<file path="src/design/spq_pkg.sv">
`default_nettype none

package spq_pkg;

   // Store geometry
   localparam int CAPACITY = 16;
   localparam int IDX_W    = $clog2(CAPACITY);
   localparam int CNT_W    = $clog2(CAPACITY + 1);
   localparam int FILL_W   = 5;

   typedef logic [IDX_W-1:0] idx_type;
   typedef logic [CNT_W-1:0] cnt_type;

   typedef enum logic [1:0] {
      OP_INSERT = 2'd0,
      OP_POP    = 2'd1,
      OP_LIST   = 2'd2,
      OP_NONE   = 2'd3
   } opcode_type;

   typedef enum logic [2:0] {
      ST_INSERTED   = 3'd0,
      ST_FULL       = 3'd1,
      ST_POPPED     = 3'd2,
      ST_POP_EMPTY  = 3'd3,
      ST_LISTED     = 3'd4,
      ST_LIST_EMPTY = 3'd5
   } status_type;

   typedef struct packed {
      logic [7:0]  prio;
      logic [15:0] stime;
      logic [15:0] tag;
   } entry_type;

   typedef enum logic {
      S_IDLE = 1'b0,
      S_LIST = 1'b1
   } state_type;

   // Controller to datapath
   typedef struct packed {
      logic       ins;       // insert the request entry into the store
      logic       pop;       // drop the head entry, shift the rest forward
      logic       load;      // load the response register
      status_type status;
      logic       show;      // response carries an entry (head on pop, else list index)
      logic       last;
      logic       idx_clr;
      logic       idx_inc;
   } cmd_type;

   // Datapath to controller
   typedef struct packed {
      logic empty;
      logic full;
      logic out_free;   // response register empty or being taken this cycle
      logic idx_last;   // list index points at the last stored entry
   } stat_type;

endpackage

`default_nettype wire

</file>
<file path="src/design/spq_if.sv">
`default_nettype none

// Request channel
interface spq_req_if;
   logic        valid;
   logic        ready;
   logic [1:0]  opcode;
   logic [7:0]  prio_value;
   logic [15:0] slot_time;
   logic [15:0] tag_id;

   modport source (output valid, output opcode, output prio_value, output slot_time,
                   output tag_id, input ready);
   modport sink   (input valid, input opcode, input prio_value, input slot_time,
                   input tag_id, output ready);
endinterface

// Response channel
interface spq_rsp_if;
   logic        valid;
   logic        ready;
   logic [2:0]  status;
   logic [7:0]  out_prio;
   logic [15:0] out_time;
   logic [15:0] out_tag;
   logic [4:0]  fill_level;
   logic        last_flag;

   modport source (output valid, output status, output out_prio, output out_time,
                   output out_tag, output fill_level, output last_flag, input ready);
   modport sink   (input valid, input status, input out_prio, input out_time,
                   input out_tag, input fill_level, input last_flag, output ready);
endinterface

`default_nettype wire

</file>
<file path="src/design/sorted_priority_queue.sv">
// Channel   Dir  Handshake    Payload
// req_bus   in   valid/ready  opcode, prio_value, slot_time, tag_id
// rsp_bus   out  valid/ready  status, out_prio, out_time, out_tag, fill_level, last_flag
//
// Insert, pop, empty list and full reject: one beat, registered at the accepting edge,
// so a request is taken every cycle the response register is free.
// List of n entries: the accepting edge clears the index counter, then n beats follow,
// one per cycle while the response register is free, paced by the index counter that
// walks the entry row; no request is taken during the walk.
// Response stalls hold the beat in the output register and hold off new requests.
// Reset clears the fill count, the controller state and the response valid; the
// entry row needs no clearing since only entries below the fill count are read.
`default_nettype none

module sorted_priority_queue
   import spq_pkg::*;
(
   input  wire logic  clock,
   input  wire logic  reset,
   spq_req_if.sink    req_bus,
   spq_rsp_if.source  rsp_bus
);

   cmd_type    cmd;
   stat_type   stat;
   logic       req_ready;
   status_type rsp_status;

   spq_ctrl u_ctrl (
      .clock      (clock),
      .reset      (reset),
      .req_valid  (req_bus.valid),
      .req_opcode (req_bus.opcode),
      .req_ready  (req_ready),
      .stat       (stat),
      .cmd        (cmd)
   );

   spq_dpath u_dpath (
      .clock      (clock),
      .reset      (reset),
      .cmd        (cmd),
      .stat       (stat),
      .req_prio   (req_bus.prio_value),
      .req_time   (req_bus.slot_time),
      .req_tag    (req_bus.tag_id),
      .rsp_ready  (rsp_bus.ready),
      .rsp_valid  (rsp_bus.valid),
      .rsp_status (rsp_status),
      .rsp_prio   (rsp_bus.out_prio),
      .rsp_time   (rsp_bus.out_time),
      .rsp_tag    (rsp_bus.out_tag),
      .rsp_fill   (rsp_bus.fill_level),
      .rsp_last   (rsp_bus.last_flag)
   );

   assign req_bus.ready  = req_ready;
   assign rsp_bus.status = rsp_status;

endmodule

`default_nettype wire

</file>
<file path="src/design/spq_ctrl.sv">
`default_nettype none

module spq_ctrl
   import spq_pkg::*;
(
   input  wire logic       clock,
   input  wire logic       reset,
   input  wire logic       req_valid,
   input  wire logic [1:0] req_opcode,
   output logic            req_ready,
   input  wire stat_type   stat,
   output cmd_type         cmd
);

   state_type  state_ff, state_in;
   opcode_type op;
   logic       accept;

   assign op        = opcode_type'(req_opcode);
   assign req_ready = (state_ff == S_IDLE) && stat.out_free;
   assign accept    = req_valid && req_ready;

   // Advance state
   always_ff @(posedge clock) begin
      if (reset) begin
         state_ff <= S_IDLE;
      end else begin
         state_ff <= state_in;
      end
   end

   // Next state
   always_comb begin
      state_in = state_ff;
      unique case (state_ff)
         S_IDLE: begin
            if (accept && (op == OP_LIST) && !stat.empty) begin
               state_in = S_LIST;
            end
         end
         S_LIST: begin
            if (stat.out_free && stat.idx_last) begin
               state_in = S_IDLE;
            end
         end
         default: state_in = S_IDLE;
      endcase
   end

   // Commands
   always_comb begin
      cmd = '0;
      unique case (state_ff)
         S_IDLE: begin
            if (accept) begin
               unique case (op)
                  OP_INSERT: begin
                     cmd.load = 1'b1;
                     cmd.last = 1'b1;
                     if (stat.full) begin
                        cmd.status = ST_FULL;
                     end else begin
                        cmd.ins    = 1'b1;
                        cmd.status = ST_INSERTED;
                     end
                  end
                  OP_POP: begin
                     cmd.load = 1'b1;
                     cmd.last = 1'b1;
                     if (stat.empty) begin
                        cmd.status = ST_POP_EMPTY;
                     end else begin
                        cmd.pop    = 1'b1;
                        cmd.show   = 1'b1;
                        cmd.status = ST_POPPED;
                     end
                  end
                  OP_LIST: begin
                     if (stat.empty) begin
                        cmd.load   = 1'b1;
                        cmd.last   = 1'b1;
                        cmd.status = ST_LIST_EMPTY;
                     end else begin
                        cmd.idx_clr = 1'b1;
                     end
                  end
                  OP_NONE: begin
                     cmd = '0;
                  end
                  default: cmd = '0;
               endcase
            end
         end
         S_LIST: begin
            if (stat.out_free) begin
               cmd.load    = 1'b1;
               cmd.show    = 1'b1;
               cmd.status  = ST_LISTED;
               cmd.last    = stat.idx_last;
               cmd.idx_inc = 1'b1;
            end
         end
         default: cmd = '0;
      endcase
   end

   // Checks
   a_no_accept_in_list: assert property (@(posedge clock) disable iff (reset)
      (state_ff == S_LIST) |-> !req_ready)
      else $error("request taken while listing");

   a_list_needs_entries: assert property (@(posedge clock) disable iff (reset)
      $rose(state_ff == S_LIST) |-> !stat.empty)
      else $error("list walk started on empty store");

   a_list_ends_on_last: assert property (@(posedge clock) disable iff (reset)
      ((state_ff == S_LIST) && cmd.load && cmd.last) |=> (state_ff == S_IDLE))
      else $error("list walk did not end after last beat");

endmodule

`default_nettype wire

</file>
<file path="src/design/spq_dpath.sv">
`default_nettype none

module spq_dpath
   import spq_pkg::*;
(
   input  wire logic        clock,
   input  wire logic        reset,
   input  wire cmd_type     cmd,
   output stat_type         stat,
   input  wire logic [7:0]  req_prio,
   input  wire logic [15:0] req_time,
   input  wire logic [15:0] req_tag,
   input  wire logic        rsp_ready,
   output logic             rsp_valid,
   output status_type       rsp_status,
   output logic [7:0]       rsp_prio,
   output logic [15:0]      rsp_time,
   output logic [15:0]      rsp_tag,
   output logic [FILL_W-1:0] rsp_fill,
   output logic             rsp_last
);

   entry_type             store_ff [CAPACITY];
   entry_type             store_in [CAPACITY];
   cnt_type               count_ff, count_in;
   idx_type               idx_ff, idx_in;
   logic                  rsp_valid_ff, rsp_valid_in;
   status_type            rsp_status_ff;
   entry_type             rsp_entry_ff, rsp_entry_in;
   logic [FILL_W-1:0]     rsp_fill_ff;
   logic                  rsp_last_ff;
   logic [CAPACITY-1:0]   gt;
   entry_type             new_entry;

   assign new_entry = '{prio: req_prio, stime: req_time, tag: req_tag};

   // Status toward the controller
   assign stat.empty    = (count_ff == '0);
   assign stat.full     = (count_ff == cnt_type'(CAPACITY));
   assign stat.out_free = !rsp_valid_ff || rsp_ready;
   assign stat.idx_last = ((cnt_type'(idx_ff) + cnt_type'(1)) == count_ff);

   // Per-entry compare: stored entry is served after the new one
   always_comb begin
      for (int i = 0; i < CAPACITY; i++) begin
         gt[i] = (cnt_type'(i) < count_ff) && (store_ff[i].prio > req_prio);
      end
   end

   // Shift the row open on insert, close it on pop
   always_comb begin
      store_in = store_ff;
      if (cmd.ins) begin
         if (gt[0] || (count_ff == '0)) begin
            store_in[0] = new_entry;
         end
         for (int i = 1; i < CAPACITY; i++) begin
            if (gt[i-1]) begin
               store_in[i] = store_ff[i-1];
            end else if (gt[i] || (cnt_type'(i) == count_ff)) begin
               store_in[i] = new_entry;
            end
         end
      end else if (cmd.pop) begin
         for (int i = 0; i < CAPACITY - 1; i++) begin
            store_in[i] = store_ff[i+1];
         end
      end
   end

   always_ff @(posedge clock) begin
      store_ff <= store_in;
   end

   // Fill count and list index
   always_comb begin
      count_in = count_ff;
      if (cmd.ins) begin
         count_in = count_ff + cnt_type'(1);
      end else if (cmd.pop) begin
         count_in = count_ff - cnt_type'(1);
      end
      idx_in = idx_ff;
      if (cmd.idx_clr) begin
         idx_in = '0;
      end else if (cmd.idx_inc) begin
         idx_in = idx_ff + idx_type'(1);
      end
   end

   always_ff @(posedge clock) begin
      if (reset) begin
         count_ff <= '0;
         idx_ff   <= '0;
      end else begin
         count_ff <= count_in;
         idx_ff   <= idx_in;
      end
   end

   // Response register: hold until the beat is taken
   always_comb begin
      rsp_valid_in = rsp_valid_ff;
      if (cmd.load) begin
         rsp_valid_in = 1'b1;
      end else if (rsp_ready) begin
         rsp_valid_in = 1'b0;
      end
      rsp_entry_in = '0;
      if (cmd.show) begin
         rsp_entry_in = cmd.pop ? store_ff[0] : store_ff[idx_ff];
      end
   end

   always_ff @(posedge clock) begin
      if (reset) begin
         rsp_valid_ff <= 1'b0;
      end else begin
         rsp_valid_ff <= rsp_valid_in;
      end
   end

   always_ff @(posedge clock) begin
      if (cmd.load) begin
         rsp_status_ff <= cmd.status;
         rsp_entry_ff  <= rsp_entry_in;
         rsp_fill_ff   <= FILL_W'(count_in);
         rsp_last_ff   <= cmd.last;
      end
   end

   assign rsp_valid  = rsp_valid_ff;
   assign rsp_status = rsp_status_ff;
   assign rsp_prio   = rsp_entry_ff.prio;
   assign rsp_time   = rsp_entry_ff.stime;
   assign rsp_tag    = rsp_entry_ff.tag;
   assign rsp_fill   = rsp_fill_ff;
   assign rsp_last   = rsp_last_ff;

   // Checks
   a_count_bound: assert property (@(posedge clock) disable iff (reset)
      count_ff <= cnt_type'(CAPACITY))
      else $error("fill count above capacity");

   a_no_overwrite: assert property (@(posedge clock) disable iff (reset)
      cmd.load |-> stat.out_free)
      else $error("response overwritten before taken");

   a_ins_counts: assert property (@(posedge clock) disable iff (reset)
      cmd.ins |=> (count_ff == cnt_type'($past(count_ff) + cnt_type'(1))))
      else $error("insert did not advance fill count");

   a_head_order: assert property (@(posedge clock) disable iff (reset)
      (count_ff > cnt_type'(1)) |-> (store_ff[0].prio <= store_ff[1].prio))
      else $error("head entry out of order");

   a_idx_in_range: assert property (@(posedge clock) disable iff (reset)
      cmd.idx_inc |-> (cnt_type'(idx_ff) < count_ff))
      else $error("list index beyond fill count");

endmodule

`default_nettype wire

</file>
<file path="src/flat_wrapper.sv">
// flat-port wrapper written by rule: the top's interface ports become plain ports
module sorted_priority_queue_flat import spq_pkg::*;
  (clock, reset, req_bus_valid, req_bus_opcode, req_bus_prio_value, req_bus_slot_time, req_bus_tag_id, req_bus_ready, rsp_bus_valid, rsp_bus_status, rsp_bus_out_prio, rsp_bus_out_time, rsp_bus_out_tag, rsp_bus_fill_level, rsp_bus_last_flag, rsp_bus_ready);
  spq_req_if req_bus_i ();
  spq_rsp_if rsp_bus_i ();
  input  wire logic clock;
  input  wire logic reset;
  input wire logic [$bits(req_bus_i.valid)-1:0] req_bus_valid;
  input wire logic [$bits(req_bus_i.opcode)-1:0] req_bus_opcode;
  input wire logic [$bits(req_bus_i.prio_value)-1:0] req_bus_prio_value;
  input wire logic [$bits(req_bus_i.slot_time)-1:0] req_bus_slot_time;
  input wire logic [$bits(req_bus_i.tag_id)-1:0] req_bus_tag_id;
  output wire logic [$bits(req_bus_i.ready)-1:0] req_bus_ready;
  output wire logic [$bits(rsp_bus_i.valid)-1:0] rsp_bus_valid;
  output wire logic [$bits(rsp_bus_i.status)-1:0] rsp_bus_status;
  output wire logic [$bits(rsp_bus_i.out_prio)-1:0] rsp_bus_out_prio;
  output wire logic [$bits(rsp_bus_i.out_time)-1:0] rsp_bus_out_time;
  output wire logic [$bits(rsp_bus_i.out_tag)-1:0] rsp_bus_out_tag;
  output wire logic [$bits(rsp_bus_i.fill_level)-1:0] rsp_bus_fill_level;
  output wire logic [$bits(rsp_bus_i.last_flag)-1:0] rsp_bus_last_flag;
  input wire logic [$bits(rsp_bus_i.ready)-1:0] rsp_bus_ready;
  assign req_bus_i.valid = req_bus_valid;
  assign req_bus_i.opcode = req_bus_opcode;
  assign req_bus_i.prio_value = req_bus_prio_value;
  assign req_bus_i.slot_time = req_bus_slot_time;
  assign req_bus_i.tag_id = req_bus_tag_id;
  assign req_bus_ready = req_bus_i.ready;
  assign rsp_bus_valid = rsp_bus_i.valid;
  assign rsp_bus_status = rsp_bus_i.status;
  assign rsp_bus_out_prio = rsp_bus_i.out_prio;
  assign rsp_bus_out_time = rsp_bus_i.out_time;
  assign rsp_bus_out_tag = rsp_bus_i.out_tag;
  assign rsp_bus_fill_level = rsp_bus_i.fill_level;
  assign rsp_bus_last_flag = rsp_bus_i.last_flag;
  assign rsp_bus_i.ready = rsp_bus_ready;
  sorted_priority_queue u_core (.clock(clock), .reset(reset), .req_bus(req_bus_i), .rsp_bus(rsp_bus_i));
endmodule
</file>
<file path="config.mk">
export PLATFORM = sky130hd
export DESIGN_NAME = sorted_priority_queue_flat
export DESIGN_NICKNAME = d
export VERILOG_FILES = /design/src/design/spq_pkg.sv /design/src/design/spq_if.sv /design/src/design/sorted_priority_queue.sv /design/src/design/spq_ctrl.sv /design/src/design/spq_dpath.sv /design/src/flat_wrapper.sv
export SDC_FILE = /design/constraint.sdc
export NUM_CORES = 2
export LEC_CHECK = 0
export ABC_AREA = 1
export BUFFER_PORTS_ARGS = -buffer_cell sky130_fd_sc_hd__buf_2
export CAP_MARGIN = 20
export CORE_MARGIN = 2
export CORE_UTILIZATION = 31
export CTS_CLUSTER_DIAMETER = 150
export DETAILED_ROUTE_END_ITERATION = 16
export PLACE_DENSITY = 0.51
export SLEW_MARGIN = 25
export SYNTH_ARGS = -nofsm -noshare
export SYNTH_HDL_FRONTEND = slang
export SYNTH_SLANG_ARGS = --single-unit
</file>
<file path="constraint.sdc">
create_clock -name clock -period 7.2 [get_ports clock]
set_input_delay 2.16 -clock clock [delete_from_list [all_inputs] [get_ports clock]]
set_output_delay 2.16 -clock clock [all_outputs]
set_load 0.005 [all_outputs]
</file>
==> results.rst <==
.. list-table::
   :header-rows: 1

   * - Metric
     - Value
   * - Result of the run
     - completed
   * - Headroom to the max-slew limit
     - 0.228
   * - Measured slew at the worst slew-check pin
     - 1.16 ns
   * - Number of synthesized register bits
     - 700
   * - Worst r2r src
     - u_core.u_dpath.count_ff[4]
   * - Average cell area after synthesis
     - 7.22 um2
   * - Hold Path Depth
     - 2
   * - Top-count cell post-synth
     - sky130_fd_sc_hd__nand2_1
   * - Synth Net Count
     - 6,806
   * - Cell types with the highest counts after synthesis
     - sky130_fd_sc_hd__nand2_1 (2,329), sky130_fd_sc_hd__nand3_1 (1,422), sky130_fd_sc_hd__edfxtp_1 (689), sky130_fd_sc_hd__inv_1 (686), sky130_fd_sc_hd__clkbuf_1 (232)
   * - Max-cap violations
     - 0
   * - Dominant cell type by area after synthesis
     - sky130_fd_sc_hd__edfxtp_1
   * - Crit Path Class
     - primary input to register
   * - Wire length of the first global-routing pass
     - 292 mm
   * - Worst IR drop on VDD
     - 0.175 mV
   * - Reg2Reg Setup Slack
     - 3.28 ns
   * - Synthesis-to-layout area growth
     - 10.2%
   * - Number of antenna violations at the first check in global routing
     - 6
   * - Worst Reg-to-Reg Cells
     - 9
   * - Cell variety after synth
     - 38
   * - Mean routed wirelength per cell
     - 23.2 um
   * - CTS tree
     - done
   * - Sum of negative setup slack
     - 0 ns
   * - Via count
     - 46,200
   * - Post-layout net count
     - 6,602
   * - CTS Hold Bufs
     - 0
   * - # port buffers
     - 96
   * - Initial core utilization
     - 0.311
   * - Clock Root Buffer
     - sky130_fd_sc_hd__clkbuf_16
   * - Largest cells by area after synthesis
     - sky130_fd_sc_hd__edfxtp_1 (43%), sky130_fd_sc_hd__nand2_1 (18%), sky130_fd_sc_hd__nand3_1 (15%)
   * - Post-synth top area share
     - 0.433
   * - PostCTS Resize Cnt
     - 0
   * - Required time of the critical path
     - 7.59 ns
   * - Clock skew
     - 0.0300 ns
   * - P per Cell Area
     - 212 nW/um2
   * - Period Utilization, post-route
     - 0.698
   * - Overall track demand over capacity in global routing
     - 0.244
   * - Critical path peak fanout
     - 22
   * - Clock insertion delay at the later pin of the skew report
     - 0.72 ns
   * - Starting DRT DRC Count
     - 5,659
   * - DRC
     - 0
   * - Post-Syn Area
     - 47,800 um2
   * - Final min period
     - 5.02 ns
   * - Smallest setup slack after layout
     - 2.18 ns
   * - Final Routed Wirelength
     - 198 mm
   * - Die Outline Area
     - 157,000 um2
   * - # clock sinks
     - 700
   * - End point of the most critical hold path
     - u_core.u_ctrl.state_ff
   * - Overall die width
     - 397 um
   * - Kind of start point of the critical path
     - primary input
   * - Number of nets with antenna violations after detailed routing
     - 0
   * - DPL Wire Length
     - 116 mm
   * - Crit path DAT
     - 5.41 ns
   * - Overflow after GRT
     - 0
   * - Worst hold path startpoint
     - u_core.u_ctrl.state_ff
   * - Clock slew at the register clock pins of the worst setup and hold paths
     - 0.06 ns
   * - Final setup violation count
     - 0
   * - IO Count
     - 97
   * - Post-Place Setup Slack
     - 1.50 ns
   * - Portion of the post-synthesis area used by sequential elements
     - 0.437
   * - Number of detailed-routing iterations run before antenna repair
     - 8
   * - Leakage Power
     - 0.0238 uW
   * - Filler cell count in the final layout
     - 16,300
   * - Endpoint class of the critical path
     - register
   * - EDFF count, synth
     - 689
   * - Maximum number of pins on one net before global-route repair
     - 210
   * - Hold Path Class
     - register to register
   * - Ys async rst share
     - 0
   * - Main flop type after synthesis
     - sky130_fd_sc_hd__edfxtp_1
   * - Number of buffers inserted during clock tree synthesis
     - 92
   * - Postcts setup bufs
     - 0
   * - FP Rows
     - 144
   * - Number of warnings issued by yosys
     - 0
   * - Die height
     - 397 um
   * - Antenna diode count
     - 0
   * - Via count of the first global-routing pass
     - 43,900
   * - Count of mapped cells out of synthesis
     - 6,626
   * - Buffers from clock root to sink, at most
     - 3
   * - GP Congestion
     - 0.891
   * - Layout cell share with drive strength beyond 1
     - 0.0650
   * - Fmax
     - 199 MHz
   * - Number of vias per cell
     - 5.41
   * - Number of H-tree levels
     - 3
   * - Worst reg2reg path endpoint
     - u_core.u_dpath.store_ff[394]
   * - Post-route total power
     - 11,200 uW
   * - RSZ-0062 raised after global routing
     - no
   * - Number of max-slew violations in the final report
     - 0
   * - Core area
     - 154,000 um2
   * - Final Hold Violating Endpoints
     - 0
==> layout by cell type (no fill, tap or decap), types with 2 or more instances in the layout <==
cell type / netlist / final
sky130_fd_sc_hd__edfxtp_1: 689 / 689
sky130_fd_sc_hd__nand3_1: 1422 / 1422
sky130_fd_sc_hd__nor2_4: 3 / 15
sky130_fd_sc_hd__clkinvlp_4: 0 / 2
sky130_fd_sc_hd__inv_1: 686 / 676
sky130_fd_sc_hd__clkinv_2: 0 / 17
sky130_fd_sc_hd__buf_12: 0 / 14
sky130_fd_sc_hd__inv_6: 0 / 3
sky130_fd_sc_hd__a21o_1: 14 / 14
sky130_fd_sc_hd__clkinv_1: 1 / 14
sky130_fd_sc_hd__and2_1: 3 / 3
sky130_fd_sc_hd__a21oi_1: 209 / 208
sky130_fd_sc_hd__xor2_1: 4 / 4
sky130_fd_sc_hd__o211ai_1: 82 / 82
sky130_fd_sc_hd__buf_4: 44 / 96
sky130_fd_sc_hd__buf_2: 198 / 96
sky130_fd_sc_hd__nor2_2: 6 / 2
sky130_fd_sc_hd__nand2_4: 0 / 2
sky130_fd_sc_hd__nand2_2: 4 / 29
sky130_fd_sc_hd__ha_1: 134 / 134
sky130_fd_sc_hd__o21ai_0: 195 / 195
sky130_fd_sc_hd__o21ai_1: 13 / 13
sky130_fd_sc_hd__nor2_1: 201 / 193
sky130_fd_sc_hd__clkbuf_1: 232 / 28
sky130_fd_sc_hd__nand4_1: 84 / 84
sky130_fd_sc_hd__inv_4: 2 / 3
sky130_fd_sc_hd__inv_2: 13 / 21
sky130_fd_sc_hd__clkbuf_16: 0 / 96
sky130_fd_sc_hd__nand2_1: 2329 / 2301
sky130_fd_sc_hd__dfxtp_1: 11 / 7
sky130_fd_sc_hd__dfxtp_4: 0 / 3
sky130_fd_sc_hd__a21oi_4: 0 / 3
sky130_fd_sc_hd__bufinv_16: 0 / 7
sky130_fd_sc_hd__o21a_1: 2 / 2
==> cell families after synthesis <==
group / synth area share
buffers and inverters: 0.105
adders and majority gates: 0.0350
and+or+nand+nor: 0.362
DFF: 0.437
xor gates and xnor gates: 0.000732
AOI/OAI and AO/OA: 0.0608
==> flip-flops by register name, summed over array words and instances (netlist names), 3 cells and up <==
| register | flops |
|---|---|
| u_core.u_dpath.rsp_tag | 16 |
| u_core.u_dpath.store_ff | 640 |
| u_core.u_dpath.rsp_status | 3 |
| u_core.u_dpath.rsp_prio | 8 |
| u_core.u_dpath.rsp_time | 16 |
| u_core.u_dpath.rsp_fill | 5 |
| u_core.u_dpath.count_ff | 5 |
| u_core.u_dpath.idx_ff | 4 |
==> power by group <==
part           switching, uW  total [uW]  internal (uW)
combinational           1260        1670            415
sequential               132        4870           4740
clock                   1960        4660           2690
total                   3350       11200           7850
==> worst max path at each step <==
| stage | to | slack, ns | start |
|---|---|---|---|
| 5_1_grt | u_core.u_dpath.store_ff[249] | 2.11 | req_bus_prio_value[7] |
| 4_1_cts | u_core.u_dpath.store_ff[249] | 2.24 | req_bus_prio_value[7] |
| 3_3_place_gp | u_core.u_dpath.store_ff[278] | 1.52 | req_bus_prio_value[7] |
| 3_5_place_dp | u_core.u_dpath.store_ff[278] | 1.50 | req_bus_prio_value[7] |
| 6_report | u_core.u_dpath.store_ff[249] | 2.18 | req_bus_prio_value[7] |
| 2_1_floorplan | u_core.u_dpath.store_ff[600] | 0.85 | req_bus_prio_value[7] |
==> per-stage QoR <==
step           cells  hold slack (ns)   util  cell area, um2
2_1_floorplan   6626            0.440      -           47800
3_5_place_dp    8371            0.459  0.324           49800
3_3_place_gp    8371            0.449  0.324           49800
5_1_grt         8539            0.488  0.343           52700
6_report        8539            0.464  0.343           52700
4_1_cts         8538            0.469  0.343           52700
==> routing by layer <==
| layer | vias up | GRT usage | routed length [um] |
|---|---|---|---|
| met2 | 2286 | 0.386 | 89800 |
| met3 | 413 | 0.0379 | 16700 |
| met5 | - | 0 | 41 |
| met1 | 22100 | 0.333 | 84700 |
| li1 | 21500 | - | - |
| met4 | 8 | 0.0924 | 7230 |
==> worst max-delay path, stage by stage <==
cell	delay (ns)
sky130_fd_sc_hd__buf_2	0.10
sky130_fd_sc_hd__inv_1	0.75
sky130_fd_sc_hd__ha_1	0.39
sky130_fd_sc_hd__nand2_1	0.09
sky130_fd_sc_hd__nor2_1	0.06
sky130_fd_sc_hd__and2_1	0.16
sky130_fd_sc_hd__nor2_4	0.12
sky130_fd_sc_hd__nand2_2	0.30
sky130_fd_sc_hd__nand2_1	0.15
sky130_fd_sc_hd__nor2_1	0.08
sky130_fd_sc_hd__nor2_4	0.61
sky130_fd_sc_hd__buf_4	0.39
==> final cells by class <==
type / instances / area, um2 / share of cell area
multi-input combinational: 4718 / 22100 / 0.420
timing repair buffer: 208 / 1520 / 0.0288
clock inverter: 42 / 399 / 0.00757
clock buffer: 125 / 2520 / 0.0478
sequential: 700 / 20900 / 0.397
inverter: 702 / 2650 / 0.0502
tap: 2044 / 2560 / 0.0485
Power figures use the tool's default switching activity.
